## src/rtl/core/bbpf_pkg.sv

```systemverilog
`timescale 1ns / 1ps
`default_nettype none
package bbpf_pkg;

  // frame geometry and memory sizes
  localparam int FULL_WIDTH      = 240;
  localparam int FULL_HEIGHT     = 160;
  localparam int REDUCED_WIDTH   = 160;
  localparam int REDUCED_HEIGHT  = 128;
  localparam int VIDEO_WORDS     = 40960;
  localparam int PALETTE_ENTRIES = 256;
  localparam int PAGE_HALFWORDS  = 20480;
  localparam int FRAC_BITS       = 8;

  localparam int POS_W  = 28;
  localparam int HALF_W = 16;

  localparam int DIM_MAX_W = (FULL_WIDTH > REDUCED_WIDTH) ? FULL_WIDTH : REDUCED_WIDTH;
  localparam int DIM_MAX_H = (FULL_HEIGHT > REDUCED_HEIGHT) ? FULL_HEIGHT : REDUCED_HEIGHT;
  localparam int DIM_MAX   = (DIM_MAX_W > DIM_MAX_H) ? DIM_MAX_W : DIM_MAX_H;
  // any coordinate at or above 2**COORD_W stays outside every frame after mosaic snap
  localparam int COORD_W   = $clog2(DIM_MAX + 16);
  localparam int CNT_W     = $clog2(COORD_W);
  localparam int LIN_W     = ((2 * COORD_W > 17) ? 2 * COORD_W : 17) + 1;
  localparam int VA_W      = $clog2(VIDEO_WORDS);
  localparam int PAL_W     = $clog2(PALETTE_ENTRIES);

  localparam int QDEPTH = 2;
  localparam int QPTR_W = $clog2(QDEPTH);

  // input kinds
  localparam logic [1:0] KIND_LOOKUP = 2'd0;
  localparam logic [1:0] KIND_VWRITE = 2'd1;
  localparam logic [1:0] KIND_PWRITE = 2'd2;

  // bitmap modes
  localparam logic [1:0] MODE_FULL    = 2'd0;
  localparam logic [1:0] MODE_PAL     = 2'd1;
  localparam logic [1:0] MODE_REDUCED = 2'd2;
  localparam logic [1:0] MODE_NONE    = 2'd3;

  // configuration register indexes
  localparam logic [2:0] REG_MODE     = 3'd0;
  localparam logic [2:0] REG_PAGE     = 3'd1;
  localparam logic [2:0] REG_MOS_EN   = 3'd2;
  localparam logic [2:0] REG_MOS_W    = 3'd3;
  localparam logic [2:0] REG_MOS_H    = 3'd4;

  typedef struct packed {
    logic [1:0] mode;
    logic       page;
    logic       mos_en;
    logic [3:0] mos_w;
    logic [3:0] mos_h;
  } cfg_t;

  // command passed from front to back; op uses the KIND_* codes
  typedef struct packed {
    logic [1:0]        op;
    logic              hit;       // lookup inside the frame
    logic              in_mem;    // lookup address inside video memory
    logic              paletted;
    logic              byte_hi;
    logic [VA_W-1:0]   addr;
    logic [HALF_W-1:0] data;
  } cmd_t;

endpackage
`default_nettype wire

```

## src/rtl/core/bbpf_queue.sv

```systemverilog
`timescale 1ns / 1ps
`default_nettype none
module bbpf_queue (
  input  wire logic           clk,
  input  wire logic           rst,
  input  wire logic           enq_valid,
  output logic                enq_ready,
  input  wire bbpf_pkg::cmd_t enq_data,
  output logic                deq_valid,
  input  wire logic           deq_ready,
  output bbpf_pkg::cmd_t      deq_data
);

  localparam int PW = bbpf_pkg::QPTR_W;

  bbpf_pkg::cmd_t entries [bbpf_pkg::QDEPTH];
  logic [PW-1:0]  wptr, rptr;
  logic [PW:0]    count;
  logic           push, pop;

  assign enq_ready = (count != (PW + 1)'(bbpf_pkg::QDEPTH));
  assign deq_valid = (count != '0);
  assign deq_data  = entries[rptr];
  assign push      = enq_valid && enq_ready;
  assign pop       = deq_valid && deq_ready;

  always_ff @(posedge clk) begin
    if (rst) begin
      wptr  <= '0;
      rptr  <= '0;
      count <= '0;
    end else begin
      if (push) begin
        wptr <= (wptr == PW'(bbpf_pkg::QDEPTH - 1)) ? '0 : wptr + 1'b1;
      end
      if (pop) begin
        rptr <= (rptr == PW'(bbpf_pkg::QDEPTH - 1)) ? '0 : rptr + 1'b1;
      end
      if (push && !pop) begin
        count <= count + 1'b1;
      end else if (pop && !push) begin
        count <= count - 1'b1;
      end
    end
  end

  always_ff @(posedge clk) begin
    if (push) begin
      entries[wptr] <= enq_data;
    end
  end

endmodule
`default_nettype wire

```

## config.mk

```make
export PLATFORM = sky130hd
export DESIGN_NAME = bbpf_queue
export DESIGN_NICKNAME = d
export VERILOG_FILES = /design/src/rtl/core/bbpf_pkg.sv /design/src/rtl/core/bbpf_queue.sv
export SDC_FILE = /design/constraint.sdc
export NUM_CORES = 1
export LEC_CHECK = 0
export BUFFER_PORTS_ARGS = -buffer_cell sky130_fd_sc_hd__buf_2
export CORE_UTILIZATION = 51
export DETAILED_ROUTE_END_ITERATION = 7
export PLACE_DENSITY = 0.78
export SETUP_SLACK_MARGIN = 0.1
export SYNTH_ARGS = -nofsm -noshare
export SYNTH_HDL_FRONTEND = slang
export SYNTH_SLANG_ARGS = --single-unit
```

## constraint.sdc

```tcl
create_clock -name clk -period 2.4 [get_ports clk]
set_input_delay 0.6 -clock clk [delete_from_list [all_inputs] [get_ports clk]]
set_output_delay 0.6 -clock clk [all_outputs]
set_load 0.05 [all_outputs]
```

Word-level counts from Yosys, hierarchy flattened
Memory sizes are Yosys's and may differ from the RTL's. A register that Yosys moved wholly into a read port is not among the register bits.
Index checks and enable logic that the tools add are counted.
- input port bits: 42
- flip-flop bits (word level): 4
- memories kept: 1
- RAM bits: 76
- mux-type cells: 8
- equal/unequal tests: 1
- reductions and logical operators: 8
- add/subtract/negate cells: 4
- memory list (memory ; depth ; bits a word ; rd ports ; clocked after memory_dff ; wr ports ; line ; source):
    entries ; 2 ; 38 ; 1 ; 1 ; 1 ; bbpf_queue.sv:16 ; bbpf_pkg::cmd_t entries [bbpf_pkg::QDEPTH];
- operators with widths (operator ; number):
    1-bit 2-to-1 mux ; 6
    1-bit logical AND ; 4
    2-bit 2-to-1 mux ; 2
    2-bit nonzero test ; 2
    1-bit adder (second input constant) ; 2
    2-bit by 1-bit adder with 2-bit output (second input constant) ; 1
    1-bit zero test ; 2
    2-bit inequality test (second input constant) ; 1
    2-bit by 1-bit subtractor with 2-bit output (second input constant) ; 1

Depth between registers and ports, before layout
- depth after elaboration: 6
- gate-level depth with buffers: 6
- mapped depth without buffers: 6

Worst setup path after synthesis
OpenSTA, ideal clock, no wires.
- kind: register to register
- from: register count[0]
- to: memory entries[1][0] (netlist bit) (enable)
- setup time: 399 ps
- path slack: 53 ps
- data required time: 2001 ps
- stages on the path, launching flop included: 3
- data arrival time: 1948 ps
- period minus slack after synthesis: 2347 ps
- path through: dfxtp_1 -> nand2b_1 -> and3_1
- word-level cells in the longest chain between the ends: 4
- ends and longest elaborated chain (item ; line ; source):
    start: declaration ; bbpf_queue.sv:18 ; logic [PW:0] count;
    start signal: assignment ; bbpf_queue.sv:40 ; count <= count + 1'b1;
    start signal: assignment ; bbpf_queue.sv:42 ; count <= count - 1'b1;
    2-bit inequality test ; bbpf_queue.sv:21 ; assign enq_ready = (count != (PW + 1)'(bbpf_pkg::QDEPTH));
    net enq_ready ; bbpf_queue.sv:7 ; output logic enq_ready,
    1-bit logical AND ; bbpf_queue.sv:24 ; assign push = enq_valid && enq_ready;
    1-bit 2-to-1 mux ; bbpf_queue.sv:48 ; if (push) begin
    1-bit 2-to-1 mux (implied by the code) ; bbpf_queue.sv:49 ; entries[wptr] <= enq_data;
    end: declaration ; bbpf_queue.sv:16 ;
The timed path passes the listed nets, and every way through them passes these cells.

==> metrics.md <==
| Metric | Value |
|---|---|
| CP delay by family, top | `buffers and inverters` |
| Core ar. | `5540 um2` |
| GR Util All Layers | `17.00%` |
| Vias in the first global route | `1603` |
| Filler cells | `389` |
| Io pins | `82` |
| Total grt overflow | `0` |
| Pin count of the biggest net entering global routing | `26` |
| Pre-Repair DR Iteration Count | `5` |
| Type of destination of the critical path | `primary output` |
| Hold Crit Class | `in2reg` |
| Post-route DRC violation count | `0` |
| Pleak | `1.384 nW` |
| Cts bufs inserted | `9` |
| HPWL after DPL | `3.282 mm` |
| Final Hold Viols | `0` |
| Multi-input logic area | `548.0 um2` |
| Nets | `278` |
| Clock sink count | `81` |
| Syn_area_per_cell | `20.88 um2` |
| Largest stage delay on the critical path | `0.39 ns` |
| Layout overhead on the synthesized area | `23.29%` |
| Chip Width | `78.25 um` |
| Final setup viols | `0` |
| RSZ-0062 raised after global routing | `no` |
| FF/Latch Area | `2384 um2` |
| Wire per inst | `15.30 um` |
| Full die area | `6123 um2` |
| Max-slew headroom | `75.85%` |
| Worst-Margin Slew | `0.3622 ns` |
| Post-synth cell types | `18` |
| H-tree depth | `3` |
| Root Driver | `clkbuf_8` |
| Power per cell area | `1177 nW/um2` |
| Final ANT Viol Nets | `0` |
| Post-CTS Setup Bufs | `0` |
| WP data arrival | `1.54 ns` |
| Buffers and inverters on the worst path | `2` |
| Syn Nets | `185` |
| CP Launch Type | `flip-flop` |
| Core Rows | `27` |
| Synthesized area | `2965 um2` |
| Max IR drop VDD | `0.8113 mV` |
| Fmax | `467.9 MHz` |
| CTS Hold Bufs | `0` |
| Initial DRC Count | `102` |
| CTS resizes | `0` |
| Crit path kind | `reg2out` |
| Final Cycle Share | `89.06%` |
| Placer Congestion | `0.6549` |
| WP data required | `1.80 ns` |
| PortBufs | `81` |
| MaxCap Viol Count | `0` |
| Yosys reg bits | `81` |
| Initial antenna violation count | `0` |
| Outcome | `complete, no violations` |
| # diodes | `0` |
| Yosys Warn Count | `0` |
| Final core utilization | `65.99%` |
| Layout cells sized above 1 | `58.75%` |
| Sequential share of the synthesized area | `80.34%` |
| Final Slew Violations | `0` |
| Routed vias/inst | `4.926` |
| Max Clock Skew | `0.005245 ns` |
| Initial core utilization | `53.52%` |
| TNS Setup | `0 ns` |
| CTS clk-pin slew, worst paths | `0.07 ns` |
| Post-synthesis cell count | `142` |
| Total number of vias | `1537` |
| TritonCTS clock tree | `yes` |
| CP max-delay cell | `mux2_2` |
| Clk buf depth | `2` |
| CP cell instances | `buf_4, mux2_2, buf_2` |
| WL final | `4.775 mm` |
| Global-route wire length before repair | `7.521 mm` |
| Floorplan die height | `78.25 um` |
| Worst-path fanout max | `20` |
| Tmin final | `2.137 ns` |
| Worst skew pair latency | `0.33 ns` |
[worst reg2reg max path, delay by kind of cell (launching register included)]
| family | cells | cell delay (ns) |
|---|---|---|
| AND/OR/NAND/NOR | 3 | 0.74 |
| flip-flops | 1 | 0.35 |
| adder cells (fa/ha/maj) | 1 | 0.33 |
| AO/OA/AOI/OAI | 1 | 0.15 |
[per-layer routing]
metal | wire (um) | track usage [%] | vias up | share of wire (%)
li1 | - | - | 740 | -
met1 | 1922 | 20.05 | 742 | 40
met2 | 2509 | 28.77 | 49 | 53
met3 | 273 | 5.349 | 6 | 5.7
met4 | 70 | 7.222 | 0 | 1.5
met5 | 0 | 0 | - | 0
[placed cells by master (no fill, tap or decap)]
cell / count
ha_1: 1
nor2_1: 3
dfxtp_1: 4
and3_2: 1
buf_2: 81
a21bo_2: 1
nand3b_1: 1
nand2b_1: 1
clkinvlp_4: 1
mux2_2: 38
or2_2: 1
a21oi_1: 2
or3_1: 1
inv_1: 1
clkinv_2: 1
buf_4: 4
clkbuf_8: 11
o21ai_0: 2
clkbuf_1: 3
buf_12: 1
and2_1: 1
edfxtp_1: 76
xor2_1: 3
dfxtp_2: 1
[layout make-up]
cell class,instances,share of cell area [%]
clock buffer,14,4.449
timing repair buffer,86,12.46
tap,72,2.464
clock inverter,2,0.3422
multi-input combinational,56,14.99
inverter,1,0.1027
sequential,81,65.20
[synthesized netlist by cell type, drive strengths merged]
cell type   n  share of area, %
edfxtp     76                77
mux2       38                14
dfxtp       5               3.4
buf         4               1.1
nor2        3              0.38
xor2        3              0.89
a21oi       2              0.34
o21ai       2              0.34
a21bo       1              0.34
and2        1              0.21
and3        1              0.21
ha          1              0.42
inv         1              0.13
nand2b      1              0.21
nand3b      1              0.25
or2         1              0.21
or3         1              0.21
[cells by family (layout without fill, tap and decap cells)]
kind of cell             after synthesis  in the layout  share of synthesized area (%)
buffers and inverters                  5            103                          1.223
multiplexers                          38             38                          14.43
adder cells (fa/ha/maj)                1              1                         0.4219
flip-flops                            81             81                          80.34
XOR/XNOR                               3              3                         0.8862
AND/OR/NAND/NOR                        9              9                          1.689
AO/OA/AOI/OAI                          5              5                          1.013
[power breakdown]
| part | switching [mW] | total (mW) | internal (mW) |
|---|---|---|---|
| Sequential | 0.0545 | 1.82 | 1.77 |
| Combinational | 1.15 | 1.61 | 0.463 |
| Clock | 0.437 | 0.870 | 0.433 |
| Total | 1.64 | 4.30 | 2.66 |
[flip-flops by register name, indices dropped and copies added, names as in the netlist, named ones only]
name	flops
rptr	1
count	2
entries	76
wptr	1
[worst paths after layout]
kind	from	endpoint	slack, ns	depth (start not counted)
worst min-delay path	enq_data[34]	entries[0][34]	0.45	1
worst max-delay path	flip-flop	deq_data[7]	0.26	3
worst max register to register	count[0]	count[1]	0.76	5
worst min register to register	rptr	flip-flop	0.53	2
[per-stage QoR]
stage	hold slack [ns]	area (um2)	worst slack, ns	power (mW)	std cells
2_1_floorplan	0.4705	2967	0.1930	3.141	142
6_report	0.4550	3656	0.2626	4.304	312
4_1_cts	0.4393	3656	0.2289	4.346	312
5_1_grt	0.4330	3656	0.1939	4.491	312
3_3_place_gp	0.4847	3481	0.6312	3.452	296
3_5_place_dp	0.5086	3481	0.6015	3.483	296
No activity file was read; power rests on OpenSTA's default activity.
