`config.mk`:
```
export PLATFORM = sky130hd
export DESIGN_NAME = bbpf_front
export DESIGN_NICKNAME = d
export VERILOG_FILES = /design/src/rtl/core/bbpf_pkg.sv /design/src/rtl/core/bbpf_front.sv
export SDC_FILE = /design/constraint.sdc
export NUM_CORES = 1
export LEC_CHECK = 0
export BUFFER_PORTS_ARGS = -buffer_cell sky130_fd_sc_hd__buf_2
export CORE_AREA = 5 5 130 107
export CTS_CLUSTER_SIZE = 24
export DETAILED_ROUTE_END_ITERATION = 8
export DIE_AREA = 0 0 135 112
export GPL_ROUTABILITY_DRIVEN = 0
export PLACE_DENSITY = 0.84
export SLEW_MARGIN = 20
export SYNTH_ARGS = -nofsm -noshare
export SYNTH_HDL_FRONTEND = slang
export SYNTH_SLANG_ARGS = --single-unit
```
`constraint.sdc`:
```
create_clock -name clk -period 7.4 [get_ports clk]
set_clock_uncertainty 0.05 [all_clocks]
set_input_delay 1.48 -clock clk [delete_from_list [all_inputs] [get_ports clk]]
set_output_delay 1.48 -clock clk [all_outputs]
set_load 0.01 [all_outputs]
```
`src/rtl/core/bbpf_pkg.sv`:
```
`timescale 1ns / 1ps
`default_nettype none
package bbpf_pkg;

  // frame geometry and memory sizes
  localparam int FULL_WIDTH      = 240;
  localparam int FULL_HEIGHT     = 160;
  localparam int REDUCED_WIDTH   = 160;
  localparam int REDUCED_HEIGHT  = 128;
  localparam int VIDEO_WORDS     = 40960;
  localparam int PALETTE_ENTRIES = 256;
  localparam int PAGE_HALFWORDS  = 20480;
  localparam int FRAC_BITS       = 8;

  localparam int POS_W  = 28;
  localparam int HALF_W = 16;

  localparam int DIM_MAX_W = (FULL_WIDTH > REDUCED_WIDTH) ? FULL_WIDTH : REDUCED_WIDTH;
  localparam int DIM_MAX_H = (FULL_HEIGHT > REDUCED_HEIGHT) ? FULL_HEIGHT : REDUCED_HEIGHT;
  localparam int DIM_MAX   = (DIM_MAX_W > DIM_MAX_H) ? DIM_MAX_W : DIM_MAX_H;
  // any coordinate at or above 2**COORD_W stays outside every frame after mosaic snap
  localparam int COORD_W   = $clog2(DIM_MAX + 16);
  localparam int CNT_W     = $clog2(COORD_W);
  localparam int LIN_W     = ((2 * COORD_W > 17) ? 2 * COORD_W : 17) + 1;
  localparam int VA_W      = $clog2(VIDEO_WORDS);
  localparam int PAL_W     = $clog2(PALETTE_ENTRIES);

  localparam int QDEPTH = 2;
  localparam int QPTR_W = $clog2(QDEPTH);

  // input kinds
  localparam logic [1:0] KIND_LOOKUP = 2'd0;
  localparam logic [1:0] KIND_VWRITE = 2'd1;
  localparam logic [1:0] KIND_PWRITE = 2'd2;

  // bitmap modes
  localparam logic [1:0] MODE_FULL    = 2'd0;
  localparam logic [1:0] MODE_PAL     = 2'd1;
  localparam logic [1:0] MODE_REDUCED = 2'd2;
  localparam logic [1:0] MODE_NONE    = 2'd3;

  // configuration register indexes
  localparam logic [2:0] REG_MODE     = 3'd0;
  localparam logic [2:0] REG_PAGE     = 3'd1;
  localparam logic [2:0] REG_MOS_EN   = 3'd2;
  localparam logic [2:0] REG_MOS_W    = 3'd3;
  localparam logic [2:0] REG_MOS_H    = 3'd4;

  typedef struct packed {
    logic [1:0] mode;
    logic       page;
    logic       mos_en;
    logic [3:0] mos_w;
    logic [3:0] mos_h;
  } cfg_t;

  // command passed from front to back; op uses the KIND_* codes
  typedef struct packed {
    logic [1:0]        op;
    logic              hit;       // lookup inside the frame
    logic              in_mem;    // lookup address inside video memory
    logic              paletted;
    logic              byte_hi;
    logic [VA_W-1:0]   addr;
    logic [HALF_W-1:0] data;
  } cmd_t;

endpackage
`default_nettype wire

```
`src/rtl/core/bbpf_front.sv`:
```
`timescale 1ns / 1ps
`default_nettype none
module bbpf_front (
  input  wire logic                         clk,
  input  wire logic                         rst,
  input  wire bbpf_pkg::cfg_t               cfg,
  input  wire logic                         in_valid,
  output logic                              in_ready,
  input  wire logic [1:0]                   in_kind,
  input  wire logic [bbpf_pkg::POS_W-1:0]   in_pos_x,
  input  wire logic [bbpf_pkg::POS_W-1:0]   in_pos_y,
  input  wire logic [bbpf_pkg::HALF_W-1:0]  in_addr,
  input  wire logic [bbpf_pkg::HALF_W-1:0]  in_data,
  output logic                              cmd_valid,
  input  wire logic                         cmd_ready,
  output bbpf_pkg::cmd_t                    cmd
);

  localparam int CW = bbpf_pkg::COORD_W;
  localparam int LW = bbpf_pkg::LIN_W;
  localparam int IW = bbpf_pkg::POS_W - 1 - bbpf_pkg::FRAC_BITS;

  localparam logic [1:0] F_IDLE = 2'd0;
  localparam logic [1:0] F_DIV  = 2'd1;
  localparam logic [1:0] F_CALC = 2'd2;
  localparam logic [1:0] F_PUSH = 2'd3;

  logic [1:0]             state;
  logic                   neg;
  logic                   big;
  logic [CW-1:0]          xr, yr, xsh, ysh;
  logic [3:0]             xrem, yrem;
  logic [bbpf_pkg::CNT_W-1:0] cnt;

  logic                   accept;
  logic [IW-1:0]          xi, yi;
  logic                   neg_next;
  logic [4:0]             nx, ny, tx, ty;
  logic [CW-1:0]          xs, ys, lim_w, lim_h;
  logic                   in_frame;
  logic [LW-1:0]          lin, full_addr;

  assign in_ready  = (state == F_IDLE);
  assign accept    = in_valid && in_ready;
  assign cmd_valid = (state == F_PUSH);

  assign xi       = in_pos_x[bbpf_pkg::POS_W-2:bbpf_pkg::FRAC_BITS];
  assign yi       = in_pos_y[bbpf_pkg::POS_W-2:bbpf_pkg::FRAC_BITS];
  assign neg_next = in_pos_x[bbpf_pkg::POS_W-1] | in_pos_y[bbpf_pkg::POS_W-1];

  // one restoring-remainder step per cycle, x and y side by side
  assign nx = {1'b0, cfg.mos_w} + 5'd1;
  assign ny = {1'b0, cfg.mos_h} + 5'd1;
  assign tx = {xrem, xsh[CW-1]};
  assign ty = {yrem, ysh[CW-1]};

  always_comb begin
    xs = xr - {{(CW-4){1'b0}}, xrem};
    ys = yr - {{(CW-4){1'b0}}, yrem};
    if (cfg.mode == bbpf_pkg::MODE_REDUCED) begin
      lim_w = CW'(bbpf_pkg::REDUCED_WIDTH);
      lim_h = CW'(bbpf_pkg::REDUCED_HEIGHT);
    end else begin
      lim_w = CW'(bbpf_pkg::FULL_WIDTH);
      lim_h = CW'(bbpf_pkg::FULL_HEIGHT);
    end
    in_frame = !neg && !big && (cfg.mode != bbpf_pkg::MODE_NONE) &&
               (xs < lim_w) && (ys < lim_h);
    // row length equals the frame width in every mode
    lin = (LW'(ys) * LW'(lim_w)) + LW'(xs);
    unique case (cfg.mode)
      bbpf_pkg::MODE_PAL:
        full_addr = (cfg.page ? LW'(2 * bbpf_pkg::PAGE_HALFWORDS) : '0) + lin;
      bbpf_pkg::MODE_REDUCED:
        full_addr = (cfg.page ? LW'(bbpf_pkg::PAGE_HALFWORDS) : '0) + lin;
      default:
        full_addr = lin;
    endcase
    // paletted: full_addr is a byte address, halve it for the halfword
    if (cfg.mode == bbpf_pkg::MODE_PAL) begin
      full_addr = full_addr >> 1;
    end
  end

  always_ff @(posedge clk) begin
    if (rst) begin
      state <= F_IDLE;
    end else begin
      unique case (state)
        F_IDLE: begin
          if (accept) begin
            unique case (in_kind)
              bbpf_pkg::KIND_LOOKUP: begin
                state <= (cfg.mos_en && !neg_next) ? F_DIV : F_CALC;
              end
              bbpf_pkg::KIND_VWRITE: begin
                if ({16'd0, in_addr} < 32'(bbpf_pkg::VIDEO_WORDS)) begin
                  state <= F_PUSH;
                end
              end
              bbpf_pkg::KIND_PWRITE: begin
                if ({16'd0, in_addr} < 32'(bbpf_pkg::PALETTE_ENTRIES)) begin
                  state <= F_PUSH;
                end
              end
              default: ;
            endcase
          end
        end
        F_DIV: begin
          if (cnt == bbpf_pkg::CNT_W'(CW - 1)) begin
            state <= F_CALC;
          end
        end
        F_CALC: state <= F_PUSH;
        F_PUSH: begin
          if (cmd_ready) begin
            state <= F_IDLE;
          end
        end
        default: state <= F_IDLE;
      endcase
    end
  end

  always_ff @(posedge clk) begin
    if (accept) begin
      neg  <= neg_next;
      big  <= (|xi[IW-1:CW]) | (|yi[IW-1:CW]);
      xr   <= xi[CW-1:0];
      yr   <= yi[CW-1:0];
      xsh  <= xi[CW-1:0];
      ysh  <= yi[CW-1:0];
      xrem <= '0;
      yrem <= '0;
      cnt  <= '0;
      cmd.op       <= in_kind;
      cmd.hit      <= 1'b0;
      cmd.in_mem   <= 1'b0;
      cmd.paletted <= 1'b0;
      cmd.byte_hi  <= 1'b0;
      cmd.addr     <= in_addr[bbpf_pkg::VA_W-1:0];
      cmd.data     <= in_data;
    end else if (state == F_DIV) begin
      xsh  <= xsh << 1;
      ysh  <= ysh << 1;
      xrem <= (tx >= nx) ? 4'(tx - nx) : tx[3:0];
      yrem <= (ty >= ny) ? 4'(ty - ny) : ty[3:0];
      cnt  <= cnt + 1'b1;
    end else if (state == F_CALC) begin
      cmd.hit      <= in_frame;
      cmd.in_mem   <= full_addr < LW'(bbpf_pkg::VIDEO_WORDS);
      cmd.paletted <= (cfg.mode == bbpf_pkg::MODE_PAL);
      cmd.byte_hi  <= lin[0];
      cmd.addr     <= full_addr[bbpf_pkg::VA_W-1:0];
    end
  end

endmodule
`default_nettype wire

```
* Word-level counts from Yosys, hierarchy flattened
Index checks and enable logic that the tools add are counted.
Operators by class: add/sub/neg operators 10, $mul 1, magnitude comparators 7, eq/ne operators 16, multiplexer cells 23, bitwise gates (word level) 3, reduce and logical (&&, ||, !) cells 18
Operators with widths (number):
- 16-bit two-way mux | 4
- 18-bit one-hot mux with 2 select lines | 1
- 8-bit two-way mux | 4
- 11-bit OR reduction | 2
- 15-bit by 17-bit adder with 18-bit output | 1
- 16-bit by 17-bit adder with 18-bit output | 1
- 18-bit by 16-bit less-than comparator with 1-bit output, second input constant | 1
- 18-bit two-way mux | 1
- 16-bit by 8-bit adder with 17-bit output | 1
- 16-bit less-than comparator, second input constant | 1
- 16-bit by 9-bit less-than comparator with 1-bit output, second input constant | 1
- 8-bit less-than comparator | 2
- 8-bit by 8-bit multiplier with 16-bit output | 1
- 8-bit by 4-bit subtractor with 8-bit output | 2
- 15-bit two-way mux | 1
- 2-bit two-way mux | 6
- 4-bit by 1-bit adder with 5-bit output, second input constant | 2
- 5-bit >= comparator | 2
- 2-bit equality test, second input constant | 4
- 4-bit two-way mux | 2
- 2-bit one-hot mux with 4 select lines | 1
- 4-bit subtractor | 2
- 7-bit two-way mux | 1
- 2-bit by 1-bit equality test with 1-bit output, second input constant | 3
- 16 further kinds | 31
Storage, ports and cells: register bits after elaboration 85, input bits 106

* Logic depth before layout (Yosys ltp)
Gate-level depths: netlist (run 1).
word-level depth 10, depth in mapped cells 29, gate-level depth less buffers 29

* Worst setup path after synthesis (run 1)
OpenSTA, ideal clock, no wires.
path type input-to-reg, start point input cfg[10] (netlist name), end point register cmd[34] (netlist name), arrival 6.643 ns, data required time 7.288 ns, slack 0.645 ns, stages 23, path through inv_1 ha_1 clkbuf_1 nand2b_1 fa_1 fa_1 inv_1 fa_1 ha_1 inv_1 fa_1 nand2b_1 nand3_1 a31oi_1 xnor2_1 ha_1 fa_1 a221o_1 nor3b_1 o211ai_1 a221oi_1 nand3_1 nand3_1
On the way: word-level cells in the longest chain between the ends 8
Ends and longest elaborated chain:
- start: declaration | line bbpf_front.sv:6 | input wire bbpf_pkg::cfg_t cfg,
- 2-bit equality test | line bbpf_front.sv:60, bbpf_front.sv:71
- 7-bit two-way mux | line bbpf_front.sv:60 | if (cfg.mode == bbpf_pkg::MODE_REDUCED) begin
- 8-bit by 8-bit multiplier with 16-bit output | line bbpf_front.sv:70 | lin = (LW'(ys) * LW'(lim_w)) + LW'(xs);
- 16-bit by 8-bit adder with 17-bit output | line bbpf_front.sv:70
- 15-bit by 17-bit adder with 18-bit output / 16-bit by 17-bit adder with 18-bit output (equally long branches) | line bbpf_front.sv:75, bbpf_front.sv:73
- 18-bit one-hot mux with 2 select lines | line bbpf_front.sv:71 | unique case (cfg.mode)
- 18-bit two-way mux (*) | line bbpf_front.sv:80 | if (cfg.mode == bbpf_pkg::MODE_PAL) begin
- 18-bit by 16-bit less-than comparator with 1-bit output (*) | line bbpf_front.sv:152 | cmd.in_mem <= full_addr < LW'(bbpf_pkg::VIDEO_WORDS);
- end: declaration | line bbpf_front.sv:16 | output bbpf_pkg::cmd_t cmd
Mark *: on every way between the ends. The rest lies on a longest branch, timed or not. A chain may end at the register's enable or synchronous reset.

* Worst setup path in the final report (run 1)
start point register yrem[1], end point register cmd[31] (netlist name) (data pin)
On the way: word-level cells in the longest chain between the ends 9
Ends and longest elaborated chain:
- start: declaration | line bbpf_front.sv:32 | logic [3:0] xrem, yrem;
- start signal: assignment | line bbpf_front.sv:148 | yrem <= (ty >= ny) ? 4'(ty - ny) : ty[3:0];
- 8-bit by 4-bit subtractor with 8-bit output (*) | line bbpf_front.sv:59 | ys = yr - {{(CW-4){1'b0}}, yrem};
- 8-bit by 8-bit multiplier with 16-bit output (*) | line bbpf_front.sv:70
- 16-bit by 8-bit adder with 17-bit output (*) | line bbpf_front.sv:70
- 15-bit by 17-bit adder with 18-bit output / 16-bit by 17-bit adder with 18-bit output (equally long branches) | line bbpf_front.sv:75, bbpf_front.sv:73
- 18-bit one-hot mux with 2 select lines (*) | line bbpf_front.sv:71
- 18-bit two-way mux (*) | line bbpf_front.sv:80
- 16-bit two-way mux (*) | line bbpf_front.sv:150 | end else if (state == F_CALC) begin
- 16-bit two-way mux (*) | line bbpf_front.sv:144 | end else if (state == F_DIV) begin
- 16-bit two-way mux (*) | line bbpf_front.sv:127 | if (accept) begin
Mark *: on every way between the ends. The rest lies on a longest branch, timed or not. The select of a mux whose other input is x is not followed.

==> results of run 1 <==
[cells in the final DEF (no fill, tap or decap), types with 14 or more instances in the layout]
cell,netlist,layout
sky130_fd_sc_hd__nor2_1,43,43
sky130_fd_sc_hd__a21oi_1,20,20
sky130_fd_sc_hd__buf_2,0,129
sky130_fd_sc_hd__xor2_1,14,14
sky130_fd_sc_hd__ha_1,75,75
sky130_fd_sc_hd__fa_1,18,18
sky130_fd_sc_hd__xnor2_1,23,23
sky130_fd_sc_hd__inv_1,65,65
sky130_fd_sc_hd__mux2i_1,22,22
sky130_fd_sc_hd__nand2_1,67,67
sky130_fd_sc_hd__o21ai_0,21,21
sky130_fd_sc_hd__a21o_1,17,17
sky130_fd_sc_hd__edfxtp_1,68,68
sky130_fd_sc_hd__dfxtp_1,17,17
[stage by stage]
| step | util | hold WS (ns) | setup slack (ns) |
|---|---|---|---|
| 2_1_floorplan | - | 0.410 | 0.645 |
| 3_3_place_gp | 0.543 | 0.422 | 0.233 |
| 3_5_place_dp | 0.543 | 0.439 | 0.167 |
| 4_1_cts | 0.570 | 0.447 | 0.404 |
| 5_1_grt | 0.570 | 0.484 | 0.0597 |
| 6_report | 0.570 | 0.452 | 0.407 |
[path summary, 6_finish.rpt]
path,from,to,depth (start not counted)
min reg2reg,state[0]$_SDFFE_PP0P_,state[0]$_SDFFE_PP0P_,2
min,state[0]$_SDFFE_PP0P_,state[0]$_SDFFE_PP0P_,2
max reg2reg,yrem[1]$_SDFFE_PP0P_,cmd[31]$_DFFE_PP_,26
max,yrem[1]$_SDFFE_PP0P_,cmd[31]$_DFFE_PP_,26
[state kept, by name (all words and copies together) (netlist names), 2 cells and up]
| register | flops |
|---|---|
| yrem | 4 |
| cmd | 38 |
| state | 2 |
| xsh | 8 |
| xr | 8 |
| cnt | 3 |
| xrem | 4 |
| yr | 8 |
| ysh | 8 |
[cell families (layout without fill, tap and decap cells)]
family          after synthesis  after routing
buf+inv                      80            215
simple gates                165            165
flops                        85             85
fa+ha+maj                    94             94
mux                          26             26
compound gates               93             93
xor+xnor                     37             37
[layout make-up]
class                   count  area (µm²)  area share
well taps                 175         219      0.0306
flip-flops and latches     85        2380       0.333
multi-input cells         415        3290       0.460
clock buffers               9         225      0.0315
clock inverters             7         114      0.0159
inverters                  66         248      0.0347
repair buffers            133         676      0.0945
[layer usage]
metal	track usage	share of wire
met5	0	0.00051
met1	0.241	0.42
met4	0.0611	0.025
met2	0.299	0.46
met3	0.0556	0.095
[tightest hold or removal path, delay by kind of cell (launching register included)]
family          cells  cell delay [ns]
simple gates        1             0.07
compound gates      1             0.05
flops               1             0.34
==> results.env, run 1 <==
PLACEMENT.IO_BUFFERS=129
UNREPAIRED_SETUP_ENDPOINTS_AFTER_GLOBAL_ROUTING='false'
POST_SYNTH_MOST_FREQUENT_CELLS='sky130_fd_sc_hd__ha_1, sky130_fd_sc_hd__edfxtp_1, sky130_fd_sc_hd__nand2_1'
CTS_HOLD_REPAIR.BUFFERS=0
WL_PER_CELL_UM=15.5
TIMING.CRITICAL_PATH.FANOUT_MAX=7
CLOCK_BUFFER_COUNT_FROM_CTS=9
CRIT_TOP_CELL='sky130_fd_sc_hd__ha_1'
DIEAREA_UM2=15100
SYNTH-MAIN-FF-CELL='sky130_fd_sc_hd__edfxtp_1'
SETUP.WORST_PATH.START_CLASS='register'
OUTCOME='finished, final reports clean'
DRIVE_GT1_FRAC=0.232
FINAL_MAX_TRAN_VIOLS=0
DRT-INITIAL-DRC-COUNT=234
FMAXACHIEVABLE_MHz=143
WORST_PATH_DOMINANT_CELL_FAMILY='adder cells'
ROUTED_WL_UM=13800
START_UTIL=0.476
CLOCKBUFFERDEPTH=2
FP.DIEW_UM=135
FIN_AREA_UM2=7150
PLACED_CELLS=874
CRITPATHMAXSTAGEDELAY_NS=0.52
SYNTH_FA_HA_AREA_FRAC=0.219
WORST_PIN_SLEW_NS=1.00
DESIGN.FINAL.NETS=909
YS_TYPES=56
SYNTH.FF_LATCH_COUNT=85
CRIT_SLOWEST_CELL='sky130_fd_sc_hd__fa_1'
TIMING.SLEW.HEADROOM=0.333
POST_CTS_RESIZE_COUNT=0
SETUP_VIOL=0
HOLD_PATH_CLASS='register to register'
FINALCRITPERIODSHARE=0.945
POSTSYNTHCELLCOUNT=580
CRITICAL_PATH_REQUIRED_NS=7.57
DOMINANT_CELL_BY_COUNT_IN_THE_SYNTHESIZED_NETLIST='sky130_fd_sc_hd__ha_1'
HOLD_VIOL_FINAL=0
TRITONROUTE_PASS_1_ITERS=5
POST-CTS-SETUP-BUFFERS=0
NETLIST_TOP_CELLS_AREA='sky130_fd_sc_hd__edfxtp_1, sky130_fd_sc_hd__ha_1, sky130_fd_sc_hd__fa_1, sky130_fd_sc_hd__dfxtp_1, sky130_fd_sc_hd__nand2_1'
SYNTH_XOR_XNOR_AREA_SHARE=0.0543
IOPINCOUNT=146
YS_SEQ_AREA_FRAC=0.399
ROW_COUNT=37
WORSTSETUPPATHTYPE='register to register'
GRT_ANTENNA_BEFORE_REPAIR=1
SYNTH_EDF_COUNT=68
WORST_SETUP_PATH_END_KIND='register'
SYN-MEAN-INSTANCE-AREA_UM2=10.3
CRITPATHARRIVALTIME_NS=7.17
SYNTHTOLAYOUTAREAGROWTH_PCT=19.8
DETAIL_ROUTE.VIAS_PER_CELL=5.21
CTS-HTREE-LEVELS=3
GRT_START_MAX_NET_PINS=72
FILLER_CELL_COUNT=1063
SYNTH.MUX.AREA_FRACTION=0.0444
WORST-PATH-BUF-INV=3
CAP_VIOLATIONS=0
SYNTH-WARNING-COUNT=0
CTS-ROOT-BUF='sky130_fd_sc_hd__clkbuf_16'
SYNTH_SIMPLE_GATE_AREA_FRAC=0.127
GRT_USAGE=0.186
COREAREA_UM2=12500
CLK_LATENCY_NS=0.35
POSTROUTEANTENNANETS=0
VIAS_IN_THE_FIRST_GLOBAL_ROUTE=4640
FINAL_CELLS=890
WIRE_LENGTH_OF_THE_FIRST_GLOBAL_ROUTING_PASS_UM=22200
SYNTH.TOP_CELL.AREA_SHARE=0.342
GLOBALROUTE.TOTALOVERFLOW=0
SYNTHARSTFLOPSHARE=0
SYNTH_COMPOUND_GATE_AREA_SHARE=0.105
CLKTRANSATPATHREGS_NS=0.07
FINAL_PERIOD_MINUS_WORST_SETUP_SLACK_NS=6.99
ANTENNA_CELLS_INSERTED=0
SYN-NUM-NETS=779
CLOCK_SINKS=85
SYNTH_AREA_LEADER_CELL='sky130_fd_sc_hd__edfxtp_1'
DETAILED_PLACE_HPWL_UM=10700
SYNTHESIS.AREA_UM2=5970
POSTPLACECELLAREA_UM2=6810
DRCVIOLATIONCOUNT=0
TOTALNEGATIVESETUPSLACK_NS=0
LARGEST_FAMILY_OF_LOGIC_CELLS_BY_SYNTHESIZED_AREA='adder cells'
WORST_CASE_REGISTER_TO_REGISTER_SETUP_SLACK_NS=0.41
FLOORPLAN.DIE.HEIGHT_UM=112
CTS_TREE='built'
DR_TOTAL_VIAS=4636
Power of run 1 is not shown: default switching activity piles up to over one toggle a cycle in this logic, so the estimate is an artifact.
==> run 2, diff against run 1 <==
--- a/config.mk
+++ b/config.mk
@@ -5,11 +5,13 @@
 export SDC_FILE = /design/constraint.sdc
 export NUM_CORES = 1
 export LEC_CHECK = 0
+export ABC_AREA = 1
 export BUFFER_PORTS_ARGS = -buffer_cell sky130_fd_sc_hd__buf_2
-export CORE_AREA = 5 5 130 107
+export CORE_AREA = 2 2 126 104
+export CTS_CLUSTER_DIAMETER = 40
 export CTS_CLUSTER_SIZE = 24
 export DETAILED_ROUTE_END_ITERATION = 8
-export DIE_AREA = 0 0 135 112
+export DIE_AREA = 0 0 128 106
 export GPL_ROUTABILITY_DRIVEN = 0
 export PLACE_DENSITY = 0.84
 export SLEW_MARGIN = 20
==> results.env, run 2 <==
POSTROUTEANTENNANETS=0  # unchanged
SYNTHTOLAYOUTAREAGROWTH_PCT=19.1  # was 19.8%
SYNTH-MAIN-FF-CELL='sky130_fd_sc_hd__edfxtp_1'  # unchanged
TIMING.SLEW.HEADROOM=0.395  # was 0.333
SETUP.WORST_PATH.START_CLASS='input pin'  # was register
FINALCRITPERIODSHARE=0.895  # was 0.945
ANTENNA_CELLS_INSERTED=0  # unchanged
UNREPAIRED_SETUP_ENDPOINTS_AFTER_GLOBAL_ROUTING='false'  # unchanged
CTS_HOLD_REPAIR.BUFFERS=0  # unchanged
GLOBAL_ROUTE.USAGE.MET2=0.341  # was 0.299
GLOBALROUTE.TOTALOVERFLOW=0  # unchanged
WORST-PATH-BUF-INV=8  # was 3
TRITONROUTE_PASS_1_ITERS=6  # was 5
CRITPATHMAXSTAGEDELAY_NS=0.51  # was 0.52 ns
SYNTHARSTFLOPSHARE=0  # unchanged
SYN-NUM-NETS=843  # was 779
WORST_PIN_SLEW_NS=0.906  # was 1.00 ns
TOP_REGISTER='cmd'  # unchanged
POST_CTS_RESIZE_COUNT=0  # unchanged
DRT-INITIAL-DRC-COUNT=342  # was 234
SYNTH.TOP_CELL.AREA_SHARE=0.345  # was 0.342
CLOCKBUFFERDEPTH=2  # unchanged
CLOCK_SINKS=85  # unchanged
NETLIST_TOP_CELLS_AREA='sky130_fd_sc_hd__edfxtp_1, sky130_fd_sc_hd__ha_1, sky130_fd_sc_hd__nand2_1, sky130_fd_sc_hd__fa_1, sky130_fd_sc_hd__inv_1'  # was sky130_fd_sc_hd__edfxtp_1, sky130_fd_sc_hd__ha_1, sky130_fd_sc_hd__fa_1, sky130_fd_sc_hd__dfxtp_1, sky130_fd_sc_hd__nand2_1
SYNTH_AREA_LEADER_CELL='sky130_fd_sc_hd__edfxtp_1'  # unchanged
IOPINCOUNT=146  # unchanged
GRT_ANTENNA_BEFORE_REPAIR=0  # was 1
SETUP_VIOL=0  # unchanged
FINAL_MAX_TRAN_VIOLS=0  # unchanged
DRIVE_GT1_FRAC=0.223  # was 0.232
SYNTH.MUX.AREA_FRACTION=0.00169  # was 0.0444
CLOCK_BUFFER_COUNT_FROM_CTS=9  # unchanged
YS_TYPES=42  # was 56
CLK_LATENCY_NS=0.34  # was 0.35 ns
VIAS_IN_THE_FIRST_GLOBAL_ROUTE=4929  # was 4640
SYNTH.FF_LATCH_COUNT=85  # unchanged
WORST_REG2REG_STARTPOINT='yr[0]$_DFFE_PP_'  # was yrem[1]$_SDFFE_PP0P_
ROUTED_WL_UM=12900  # was 13800 µm
START_UTIL=0.477  # was 0.476
DETAILED_PLACE_HPWL_UM=10000  # was 10700 µm
WORSTSETUPPATHTYPE='input pin to register'  # was register to register
DOMINANT_CELL_BY_COUNT_IN_THE_SYNTHESIZED_NETLIST='sky130_fd_sc_hd__nand2_1'  # was sky130_fd_sc_hd__ha_1
GLOBALROUTE.BUSIESTLAYER='met2'  # unchanged
WORST_PATH_DOMINANT_CELL_FAMILY='adder cells'  # unchanged
DRCVIOLATIONCOUNT=0  # unchanged
WORST_SETUP_PATH_END_KIND='register'  # unchanged
WORST_CASE_REGISTER_TO_REGISTER_SETUP_SLACK_NS=1.19  # was 0.41 ns
DETAIL_ROUTE.VIAS_PER_CELL=5.17  # was 5.21
CTS-ROOT-BUF='sky130_fd_sc_hd__clkbuf_16'  # unchanged
GRT_USAGE=0.203  # was 0.186
LARGEST_FAMILY_OF_LOGIC_CELLS_BY_SYNTHESIZED_AREA='adder cells'  # unchanged
CRIT_SLOWEST_CELL='sky130_fd_sc_hd__fa_1'  # unchanged
GR-USAGE-MET1=0.264  # was 0.241
NUMBER_OF_GATES_ON_THE_WORST_PATH_WITH_BUFFERS_COUNTED=31  # was 26
WHS_NS=0.414  # was 0.452 ns
SYNTH-WARNING-COUNT=0  # unchanged
WORSTHOLDSTART='cmd[35]$_SDFFE_PP0P_'  # was state[0]$_SDFFE_PP0P_
FLOORPLAN.DIE.HEIGHT_UM=106  # was 112 µm
YS_SEQ_AREA_FRAC=0.402  # was 0.399
LARGEST_REG_FLOPS=38  # unchanged
WIRE_LENGTH_OF_THE_FIRST_GLOBAL_ROUTING_PASS_UM=22000  # was 22200 µm
SYNTHESIS.AREA_UM2=5920  # was 5970 µm²
SYNTH_FA_HA_AREA_FRAC=0.219  # about the same
CTS-HTREE-LEVELS=3  # unchanged
FINAL_CELLS=937  # was 890
LAYOUT.CELLS.MOST_COMMON='sky130_fd_sc_hd__nand2_1'  # was sky130_fd_sc_hd__buf_2
MIN_PATH_CELLS=2  # unchanged
FP.DIEW_UM=128  # was 135 µm
CLKTRANSATPATHREGS_NS=0.06  # was 0.07 ns
DR_TOTAL_VIAS=4840  # was 4636
COREAREA_UM2=12400  # was 12500 µm²
POST-CTS-SETUP-BUFFERS=0  # unchanged
FMAXACHIEVABLE_MHz=151  # was 143 MHz
GRT_START_MAX_NET_PINS=71  # was 72
SYNTH_COMPOUND_GATE_AREA_SHARE=0.0830  # was 0.105
TIMING.CRITICAL_PATH.FANOUT_MAX=10  # was 7
OUTCOME='finished, final reports clean'  # unchanged
HOLD_PATH_CLASS='register to register'  # unchanged
SYN-MEAN-INSTANCE-AREA_UM2=9.20  # was 10.3 µm²
DIEAREA_UM2=13600  # was 15100 µm²
MULTI_INPUT_GATE_AREA_IN_THE_FINAL_LAYOUT_UM2=3130  # was 3290 µm²
GRT_USE_MET3=0.0382  # was 0.0556
SYNTH_XOR_XNOR_AREA_SHARE=0.0442  # was 0.0543
FF_LATCH_AREA_UM2=2380  # unchanged
SYNTH_EDF_COUNT=68  # unchanged
R2R.WORST_PATH.CELLS=31  # was 26
CRITPATHARRIVALTIME_NS=6.67  # was 7.17 ns
FINAL_PERIOD_MINUS_WORST_SETUP_SLACK_NS=6.63  # was 6.99 ns
FINAL_CELL_MIX='sky130_fd_sc_hd__nand2_1, sky130_fd_sc_hd__buf_2, sky130_fd_sc_hd__inv_1, sky130_fd_sc_hd__ha_1, sky130_fd_sc_hd__edfxtp_1'  # was sky130_fd_sc_hd__buf_2, sky130_fd_sc_hd__ha_1, sky130_fd_sc_hd__edfxtp_1, sky130_fd_sc_hd__nand2_1, sky130_fd_sc_hd__inv_1
DESIGN.FINAL.NETS=975  # was 909
SYNTH_SIMPLE_GATE_AREA_FRAC=0.180  # was 0.127
CRIT_PATH_END='cmd[31]$_DFFE_PP_'  # unchanged
WL_PER_CELL_UM=13.8  # was 15.5 µm
TIMING.CRITICAL_PATH.FROM='cfg[10]'  # was yrem[1]$_SDFFE_PP0P_
CTS_TREE='built'  # unchanged
POSTSYNTHCELLCOUNT=644  # was 580
FILLER_CELL_COUNT=1085  # was 1063
ROW_COUNT=37  # unchanged
CRITICAL_PATH_REQUIRED_NS=7.45  # was 7.57 ns
PLACEMENT.IO_BUFFERS=129  # unchanged
CRITICAL_PATH.REG2REG.ENDPOINT='cmd[31]$_DFFE_PP_'  # unchanged
CAP_VIOLATIONS=0  # unchanged
PLACED_CELLS=921  # was 874
HOLD_VIOL_FINAL=0  # unchanged
POST_SYNTH_MOST_FREQUENT_CELLS='sky130_fd_sc_hd__nand2_1, sky130_fd_sc_hd__inv_1, sky130_fd_sc_hd__ha_1'  # was sky130_fd_sc_hd__ha_1, sky130_fd_sc_hd__edfxtp_1, sky130_fd_sc_hd__nand2_1
TOTALNEGATIVESETUPSLACK_NS=0  # unchanged
run 2: cell types whose count changed in the layout (fill, tap and decap cells not counted), sizes merged, moves of 9 or more:
cell and change:
a21o -15, a21oi +10, inv +29, mux2i -21, nand2 +72, nand2b -9
nand3 +29, xnor2 -9
run 2: cell families after synthesis:
| family | after synthesis |
|---|---|
| compound gates | 86 |
| xor+xnor | 29 |
| fa+ha+maj | 93 |
| buf+inv | 109 |
| flops | 85 |
| mux | 1 |
| simple gates | 241 |
run 2: worst register-to-register path, delay by kind of cell (launching register included):
family                     cells  cell delay [ns]
adders and majority gates      8             3.16
and+or+nand+nor               13             1.19
buffers and inverters          7             0.46
DFF                            1             0.41
xor gates and xnor gates       1             0.37
AOI/OAI and AO/OA              2             0.31
run 2: worst min path at each step:
stage | to
after floorplan | cnt[1]$_SDFFE_PP0P_
final | cmd[35]$_SDFFE_PP0P_
after detailed placement | cmd[32]$_SDFFE_PP0P_
after global routing | cmd[35]$_SDFFE_PP0P_
after global placement | cmd[35]$_SDFFE_PP0P_
after CTS | cmd[35]$_SDFFE_PP0P_
run 2: metal layers:
layer	share of wire	up-vias
met3	0.046	31
met1	0.45	2240
li1	-	2421
met4	0.022	0
met5	0	-
met2	0.48	148
run 2: stage by stage:
step	setup WS [ns]	area, µm²	util
after floorplan	1.05	5920	-
after global placement	0.645	6750	0.544
after detailed placement	0.511	6750	0.544
after CTS	0.804	7050	0.569
after global routing	0.368	7050	0.569
final	0.775	7050	0.569
run 2: area by class of cell:
cell class,count,share of cell area
Sequential cell,85,0.338
Clock inverter,4,0.00745
Clock buffer,12,0.0364
Tap cell,156,0.0277
Multi-Input combinational cell,450,0.443
Inverter,97,0.0516
Timing Repair Buffer,133,0.0958
Power of run 2 is left out for the same reason.
==> run 3, diff against run 2 <==
--- a/config.mk
+++ b/config.mk
@@ -5,14 +5,15 @@
 export SDC_FILE = /design/constraint.sdc
 export NUM_CORES = 1
 export LEC_CHECK = 0
-export ABC_AREA = 1
+export ABC_AREA = 0
 export BUFFER_PORTS_ARGS = -buffer_cell sky130_fd_sc_hd__buf_2
-export CORE_AREA = 2 2 126 104
+export CORE_AREA = 2 2 127 104
 export CTS_CLUSTER_DIAMETER = 40
 export CTS_CLUSTER_SIZE = 24
 export DETAILED_ROUTE_END_ITERATION = 8
-export DIE_AREA = 0 0 128 106
+export DIE_AREA = 0 0 129 106
 export GPL_ROUTABILITY_DRIVEN = 0
+export HOLD_SLACK_MARGIN = 0.1
 export PLACE_DENSITY = 0.84
 export SLEW_MARGIN = 20
 export SYNTH_ARGS = -nofsm -noshare
==> results.env, run 3 (synthesized netlist as in run 1, its figures left out) <==
DESIGN.FINAL.NETS=909  # was 975
WORSTSETUPPATHTYPE='input pin to register'  # unchanged
LARGEST_REG_FLOPS=38  # unchanged
CRITPATHARRIVALTIME_NS=7.12  # was 6.67 ns
DETAIL_ROUTE.VIAS_PER_CELL=5.16  # was 5.17
TOP_REGISTER='cmd'  # unchanged
FINAL_MAX_TRAN_VIOLS=0  # unchanged
START_UTIL=0.476  # was 0.477
CRIT_SLOWEST_CELL='sky130_fd_sc_hd__fa_1'  # unchanged
WORST_PIN_SLEW_NS=1.03  # was 0.906 ns
CAP_VIOLATIONS=0  # unchanged
DRIVE_GT1_FRAC=0.234  # was 0.223
WIRE_LENGTH_OF_THE_FIRST_GLOBAL_ROUTING_PASS_UM=21000  # was 22000 µm
FIN_AREA_UM2=7140  # was 7050 µm²
CLOCKBUFFERDEPTH=2  # unchanged
LAYOUT.CELLS.MOST_COMMON='sky130_fd_sc_hd__buf_2'  # was sky130_fd_sc_hd__nand2_1
GLOBAL_ROUTE.USAGE.MET2=0.319  # was 0.341
IOPINCOUNT=146  # unchanged
SETUP.WORST_PATH.START_CLASS='input pin'  # unchanged
DRCVIOLATIONCOUNT=0  # unchanged
DR_TOTAL_VIAS=4589  # was 4840
COREAREA_UM2=12500  # was 12400 µm²
CRITICAL_PATH_REQUIRED_NS=7.57  # was 7.45 ns
CRIT_CHAIN='buf_2 -> inv_1 -> ha_1 -> buf_12 -> or2_2 -> fa_1 -> fa_1 -> inv_1 -> ha_1 -> ha_1 -> ha_1 -> or3_2 -> o22a_2 -> o31ai_1 -> xor2_1 -> inv_1 -> ha_1 -> a21oi_1 -> xnor2_1 -> nor2_1 -> xor2_1 -> nor2_1 -> a311oi_1 -> a21o_1'
POSTPLACECELLAREA_UM2=6820  # was 6750 µm²
TIMING.CRITICAL_PATH.FANOUT_MAX=10  # unchanged
GR-USAGE-MET1=0.261  # was 0.264
POST-CTS-SETUP-BUFFERS=0  # unchanged
GRT_USE_MET3=0.0498  # was 0.0382
TIMING.SLEW.HEADROOM=0.314  # was 0.395
ROUTED_WL_UM=13000  # was 12900 µm
FP.DIEW_UM=129  # was 128 µm
FLOORPLAN.DIE.HEIGHT_UM=106  # unchanged
ANTENNA_CELLS_INSERTED=0  # unchanged
SETUP_VIOL=0  # unchanged
CLOCK_SINKS=85  # unchanged
CLKTRANSATPATHREGS_NS=0.07  # was 0.06 ns
TOTALNEGATIVESETUPSLACK_NS=0  # unchanged
SYNTHTOLAYOUTAREAGROWTH_PCT=19.7  # was 19.1%
GRT_ANTENNA_BEFORE_REPAIR=0  # unchanged
FINAL_CELL_MIX='sky130_fd_sc_hd__buf_2, sky130_fd_sc_hd__ha_1, sky130_fd_sc_hd__edfxtp_1, sky130_fd_sc_hd__nand2_1, sky130_fd_sc_hd__inv_1'  # was sky130_fd_sc_hd__nand2_1, sky130_fd_sc_hd__buf_2, sky130_fd_sc_hd__inv_1, sky130_fd_sc_hd__ha_1, sky130_fd_sc_hd__edfxtp_1
CLK_LATENCY_NS=0.34  # about the same
GRT_USAGE=0.197  # was 0.203
CLOCK_BUFFER_COUNT_FROM_CTS=9  # unchanged
UNREPAIRED_SETUP_ENDPOINTS_AFTER_GLOBAL_ROUTING='false'  # unchanged
GLOBALROUTE.TOTALOVERFLOW=0  # unchanged
CTS-HTREE-LEVELS=3  # unchanged
OUTCOME='finished, final reports clean'  # unchanged
ROW_COUNT=37  # unchanged
CRIT_TOP_CELL='sky130_fd_sc_hd__ha_1'
GRT_START_MAX_NET_PINS=65  # was 71
HOLD_VIOL_FINAL=0  # unchanged
WL_PER_CELL_UM=14.6  # was 13.8 µm
FINAL_PERIOD_MINUS_WORST_SETUP_SLACK_NS=6.95  # was 6.63 ns
DETAILED_PLACE_HPWL_UM=10200  # was 10000 µm
CRITPATHMAXSTAGEDELAY_NS=0.51  # about the same
CTS_TREE='built'  # unchanged
GLOBALROUTE.BUSIESTLAYER='met2'  # unchanged
PLACEMENT.IO_BUFFERS=129  # unchanged
FMAXACHIEVABLE_MHz=144  # was 151 MHz
TRITONROUTE_PASS_1_ITERS=4  # was 6
WORST_SETUP_PATH_END_KIND='register'  # unchanged
HOLD_PATH_CLASS='register to register'  # unchanged
CTS-ROOT-BUF='sky130_fd_sc_hd__clkbuf_16'  # unchanged
DRT-INITIAL-DRC-COUNT=291  # was 342
DIEAREA_UM2=13700  # was 13600 µm²
POSTROUTEANTENNANETS=0  # unchanged
FINALCRITPERIODSHARE=0.939  # was 0.895
VIAS_IN_THE_FIRST_GLOBAL_ROUTE=4516  # was 4929
## run 3: cell types whose count changed in the layout (fill, tap and decap cells not counted), sizes merged, moves of 6 or more
cell    before  now
a21o         2   17
o21ai       29   21
a21oi       31   21
nand2      139   67
a211oi       1    8
inv         99   70
nand2b       0    9
xnor2       14   23
mux2i        1   22
o22ai        7    1
nand3       38    9
## run 3: layer usage
layer,up-vias,share of wire
li1,2288,-
met1,2127,0.45
met2,158,0.46
met3,16,0.077
met4,0,0.019
met5,-,0
## run 3: area by class of cell
type,count,area (µm²)
multi-input cells,415,3290
fillers,1099,5400
clock buffers,9,225
clock inverters,7,86.3
well taps,175,219
repair buffers,133,688
inverters,66,248
flip-flops and latches,85,2380
## run 3: critical path, delay by kind of cell
| kind | cells | cell delay, ns |
|---|---|---|
| AOI/OAI and AO/OA | 5 | 0.92 |
| xor gates and xnor gates | 3 | 0.82 |
| adders and majority gates | 7 | 2.45 |
| buffers and inverters | 5 | 0.47 |
| and+or+nand+nor | 4 | 0.95 |
## run 3: path summary, 6_finish.rpt
check | slack (ns) | to | depth (start not counted) | from
hold / removal | 0.45 | cmd[34]$_SDFFE_PP0P_ | 2 | cmd[34]$_SDFFE_PP0P_
setup / recovery | 0.45 | cmd[31]$_DFFE_PP_ | 24 | cfg[10]
setup reg to reg | 0.49 | cmd[31]$_DFFE_PP_ | 26 | yrem[0]$_SDFFE_PP0P_
hold reg to reg | 0.45 | cmd[34]$_SDFFE_PP0P_ | 2 | cmd[34]$_SDFFE_PP0P_
## run 3: repair_timing
action,in CTS,in global routing
gates resized for setup,0,1
hold endpoints to repair,0,0
hold buffers,0,0
endpoints found under the setup margin,0,1
## run 3: stage by stage
step                hold WS, ns  std cells   util  setup WS (ns)
global route              0.482        890  0.569         0.0687
floorplan                 0.410        580      -          0.645
detailed placement        0.436        874  0.544          0.177
CTS                       0.457        890  0.569          0.421
global placement          0.427        874  0.544          0.212
finish                    0.450        890  0.569          0.450
Power of run 3 is left out for the same reason.
